**config.mk**
```make
export PLATFORM = sky130hd
export DESIGN_NAME = vfcm_addr_unit
export DESIGN_NICKNAME = d
export VERILOG_FILES = /design/src/rtl/vfcm_pkg.sv /design/src/rtl/vfcm_addr_unit.sv
export SDC_FILE = /design/constraint.sdc
export NUM_CORES = 1
export LEC_CHECK = 0
export ABC_CLOCK_PERIOD_IN_PS = 3800
export BUFFER_PORTS_ARGS = -buffer_cell sky130_fd_sc_hd__buf_2
export CAP_MARGIN = 20
export CORE_MARGIN = 10
export CORE_UTILIZATION = 50
export DETAILED_ROUTE_END_ITERATION = 6
export GPL_TIMING_DRIVEN = 1
export PLACE_DENSITY = 0.82
export RECOVER_POWER = 25
export SLEW_MARGIN = 0
export SYNTH_ARGS = -nofsm -noshare
export SYNTH_HDL_FRONTEND = slang
export SYNTH_SLANG_ARGS = --single-unit
```
**constraint.sdc**
```tcl
create_clock -name vclk -period 3.8
set_input_delay 0.76 -clock vclk [all_inputs]
set_output_delay 0.76 -clock vclk [all_outputs]
set_load 0.005 [all_outputs]
```
**src/rtl/vfcm_pkg.sv**
```systemverilog
// ----------------------------------------------------------------------------
// vfcm_pkg: shared types and constants of the voxel face culling mesher
// Holds the stored voxel word, the face direction codes and the sequencer
// state encoding.
// ----------------------------------------------------------------------------
package vfcm_pkg;

    // Fixed field widths of the item and result payloads.
    localparam int TEX_W          = 8;
    localparam int TEX_RANGE      = 1 << TEX_W;
    localparam int MATERIAL_COUNT = 4;
    // Width used for coordinate range compares (holds heights up to 256).
    localparam int CMP_W          = 9;

    // Command codes.
    localparam logic CMD_WRITE = 1'b0;
    localparam logic CMD_MESH  = 1'b1;

    // One stored cell: the tile index is kept already split into row and column.
    typedef struct packed {
        logic       solid;
        logic [1:0] material;
        logic [1:0] row;
        logic [1:0] col;
    } voxel_t;

    // Face directions in emission order; the last code addresses the cell itself.
    typedef enum logic [2:0] {
        DIR_POS_Z,
        DIR_NEG_Z,
        DIR_POS_X,
        DIR_NEG_X,
        DIR_POS_Y,
        DIR_NEG_Y,
        DIR_SELF
    } dir_t;

    // Sequencer states.
    typedef enum logic [2:0] {
        ST_CLEAR,
        ST_IDLE,
        ST_CALC,
        ST_WRITE,
        ST_READ,
        ST_LAST,
        ST_EVAL,
        ST_EMIT
    } state_t;

endpackage

```
**src/rtl/vfcm_addr_unit.sv**
```systemverilog
// ----------------------------------------------------------------------------
// vfcm_addr_unit: shared neighbor address unit
// Forms the store address of one neighbor (or the cell itself) with a single
// add/subtract, and flags a neighbor that lies outside the chunk.
// ----------------------------------------------------------------------------
module vfcm_addr_unit #(
    parameter int AXIS_LEN   = 16,
    parameter int HEIGHT_LEN = 64,
    parameter int AW         = 14
) (
    input  logic [3:0]          pos_x,
    input  logic [5:0]          pos_y,
    input  logic [3:0]          pos_z,
    input  logic [AW-1:0]       base,
    input  vfcm_pkg::dir_t      dir,
    output logic [AW-1:0]       addr,
    output logic                outside
);

    localparam int AREA = AXIS_LEN * AXIS_LEN;

    logic [vfcm_pkg::CMP_W-1:0] coord;
    logic [vfcm_pkg::CMP_W-1:0] limit;
    logic [vfcm_pkg::CMP_W:0]   coord_inc;
    logic                       step_up;
    logic                       is_self;
    logic                       sub;
    logic [AW-1:0]              offset;
    logic [AW-1:0]              offset_eff;

    // Select the axis, its bound and the address stride for the direction.
    always_comb begin
        coord   = '0;
        limit   = vfcm_pkg::CMP_W'(AXIS_LEN);
        step_up = 1'b0;
        is_self = 1'b0;
        sub     = 1'b0;
        offset  = '0;
        case (dir)
            vfcm_pkg::DIR_POS_Z: begin
                coord   = vfcm_pkg::CMP_W'(pos_z);
                step_up = 1'b1;
                offset  = AW'(AXIS_LEN);
            end
            vfcm_pkg::DIR_NEG_Z: begin
                coord  = vfcm_pkg::CMP_W'(pos_z);
                sub    = 1'b1;
                offset = AW'(AXIS_LEN);
            end
            vfcm_pkg::DIR_POS_X: begin
                coord   = vfcm_pkg::CMP_W'(pos_x);
                step_up = 1'b1;
                offset  = AW'(1);
            end
            vfcm_pkg::DIR_NEG_X: begin
                coord  = vfcm_pkg::CMP_W'(pos_x);
                sub    = 1'b1;
                offset = AW'(1);
            end
            vfcm_pkg::DIR_POS_Y: begin
                coord   = vfcm_pkg::CMP_W'(pos_y);
                limit   = vfcm_pkg::CMP_W'(HEIGHT_LEN);
                step_up = 1'b1;
                offset  = AW'(AREA);
            end
            vfcm_pkg::DIR_NEG_Y: begin
                coord  = vfcm_pkg::CMP_W'(pos_y);
                limit  = vfcm_pkg::CMP_W'(HEIGHT_LEN);
                sub    = 1'b1;
                offset = AW'(AREA);
            end
            default: begin
                is_self = 1'b1;
            end
        endcase
    end

    // One compare against the chunk edge.
    assign coord_inc = {1'b0, coord} + {{vfcm_pkg::CMP_W{1'b0}}, 1'b1};
    assign outside   = !is_self && (step_up ? (coord_inc >= {1'b0, limit})
                                            : (coord == '0));

    // One adder serves both step directions: subtraction as add of the complement.
    assign offset_eff = offset ^ {AW{sub}};
    assign addr       = base + offset_eff + AW'(sub);

endmodule

```
==> impl_metrics.json <==
{
  "final_nets": 235,
  "slowest_delay_ps": 460,
  "netlist_instances": 140,
  "tightest_slew_ps": 359,
  "ys_seq_area_frac": 0,
  "fin_crit_ps": 3590,
  "nFillCells": 205,
  "synthMuxAreaShare": 0.0503,
  "vias": 1174,
  "fin_tns_setup_ps": 0,
  "drt_wl_total_um": 2900,
  "syn-cell-area_sq_um": 995,
  "syn_nets": 186,
  "power.leakage_nw": 0.653,
  "synth_top_area_share": 0.176,
  "drive_gt1_frac": 0.305,
  "postPlaceCellArea_sq_um": 1250,
  "drtAntennaViolNets": 0,
  "gr-usage-all-layers": 0.123,
  "synthXorXnorAreaFrac": 0.114,
  "synth_compound_area_frac": 0.375,
  "fmax_ghz": 0.278,
  "endpoint_kind": "output pin",
  "routed_via_density": 5.49,
  "synth-adder-area-share": 0.196,
  "postLayoutCellArea_sq_um": 1280,
  "crit_top_cell": "buf_2",
  "port_buffers": 46,
  "wl_per_cell_um": 13.5,
  "num_io_pins": 46,
  "ctsHoldBuffers": 0,
  "grt_max_degree": 16,
  "regArea_sq_um": 0,
  "globalRoute.totalOverflow": 0,
  "crit_buf_inv": 3,
  "drt_iter0_markers": 32,
  "crit_path_start_kind": "input pin",
  "hold_violations": 0,
  "crit_family": "compound AO/OA/AOI/OAI gates",
  "clockBufferCount": 0,
  "seq_cells": 0,
  "crit_end": "addr[12]",
  "dr.pass1.iters": 4,
  "grt_pass1_wl_um": 4700,
  "rsz0062_at_grt": "false",
  "cap_violations": 0,
  "status": "finished clean",
  "gp_congestion": 0.966,
  "timing.final.crit_share": 0.945,
  "antenna_cells": 0,
  "setup_viol": 0,
  "initial_core_util": 0.518,
  "synthTopCellsByArea": "ha_1 18%, a21oi_1 7.0%, xnor2_1 7.0%, mux2i_1 5.0%, nand2_1 4.9%",
  "dieArea_sq_um": 4170,
  "powerDensity_nw_per_um2": 174,
  "hold_class": "input pin to output pin",
  "synth_top_family_by_area": "compound AO/OA/AOI/OAI gates",
  "area_growth_pct": 28.6,
  "die_w_um": 64.6,
  "yosysWarnings": 0,
  "cp_slowest_cell": "a2111o_1",
  "multi_input_area_sq_um": 943,
  "synth.distinct_cells": 45,
  "cp.depth": 9,
  "startpoint": "dir[0]",
  "synthSimpleGateAreaFrac": 0.201,
  "drc_errors": 0,
  "die_h_um": 64.6,
  "max-slew-margin-rel": 0.758,
  "cp.arrival_ps": 2830,
  "hpwlAfterDp_um": 2480,
  "worst-path-max-fanout": 8,
  "required_ps": 3040,
  "core.rowCount": 16,
  "syn-mean-instance-area_sq_um": 7.11,
  "fp.coreArea_sq_um": 1920,
  "grt_antenna_before_repair": 0,
  "slew_violations": 0,
  "yosysTopAreaCell": "ha_1",
  "path_cells": "buf_2 > a21boi_4 > buf_4 > ha_1 > a2111o_1 > o2111ai_1 > a31oi_1 > xor2_1 > buf_2",
  "crit_type": "input pin to output pin",
  "peakVddDrop_mv": 0.102,
  "first_global_vias": 1117
}
[how the worst min path moves through the flow]
stage	slack [ps]	endpoint	cells past startpoint	from
after CTS	1790	addr[0]	3	base[0]
after global routing	1810	addr[0]	3	base[0]
after floorplan	1580	addr[0]	1	base[0]
after detailed placement	1790	addr[0]	3	base[0]
after global placement	1790	addr[0]	3	base[0]
final	1790	addr[0]	3	base[0]
[power breakdown]
group | switching [mW] | internal [mW]
Clock | 0 | 0
Sequential | 0 | 0
Combinational | 0.115 | 0.109
[tightest hold or removal path, stage by stage]
cell	delay [ps]
buf_2	90
xor2_1	60
buf_2	120
[cell families after synthesis]
group,count (synthesis)
adders and majority gates,15
buffers and inverters,13
xor gates and xnor gates,13
and+or+nand+nor,40
muxes,5
AOI/OAI and AO/OA,54
[cells in the mapped netlist, types with 2 or more instances]
master,n
o2bb2ai_1,2
a31oi_1,2
o31ai_1,2
inv_1,9
and4_1,2
o211ai_1,2
xor2_1,5
a21oi_1,14
xnor2_1,8
o21a_1,2
buf_2,2
ha_1,14
a21o_1,3
and2b_1,2
nor2b_1,3
mux2i_1,5
o21bai_1,2
nand2_1,13
nor2_1,13
o21ai_0,9
o21ai_1,2
[metal layers]
metal	share of wire	global-route usage	up-vias
met5	0	0	-
met4	0.0079	0.0107	0
li1	-	-	614
met3	0.056	0.0241	2
met1	0.46	0.153	519
met2	0.47	0.220	39
[per-stage QoR]
step           setup WS (ps)  power, mW  utilization  cells  hold WS, ps
2_1_floorplan            250      0.142            -    140         1580
3_3_place_gp             234      0.213        0.652    212         1790
3_5_place_dp             139      0.218        0.652    212         1790
4_1_cts                  132      0.219        0.652    212         1790
5_1_grt                 66.7      0.249        0.665    214         1810
6_report                 207      0.223        0.665    214         1790
[cell usage in the layout, fill, tap and decap left out, types with 2 or more instances in the layout]
master / count
o2bb2ai_1: 2
nand2_1: 13
nor2_1: 13
nor2b_1: 3
a31oi_1: 2
xnor2_1: 8
a21oi_1: 14
o31ai_1: 2
a21o_1: 3
ha_1: 14
and2b_1: 2
o21ai_0: 9
xor2_1: 5
o21bai_1: 2
buf_2: 46
buf_4: 5
o21ai_1: 2
mux2i_1: 5
o211ai_1: 2
o21a_1: 2
inv_1: 9
and4_1: 2
[final cells by class]
| class | instances | area share |
|---|---|---|
| inverter | 9 | 0.0264 |
| multi-input combinational | 127 | 0.738 |
| tap | 27 | 0.0264 |
| timing repair buffer | 51 | 0.209 |
[timing repair]
action / 4_1_cts / 5_1_grt
resized for setup: 0 / 2
setup endpoints to repair: 0 / 2
buffers inserted: 0 / 2
No activity file was read; power rests on OpenSTA's default activity.
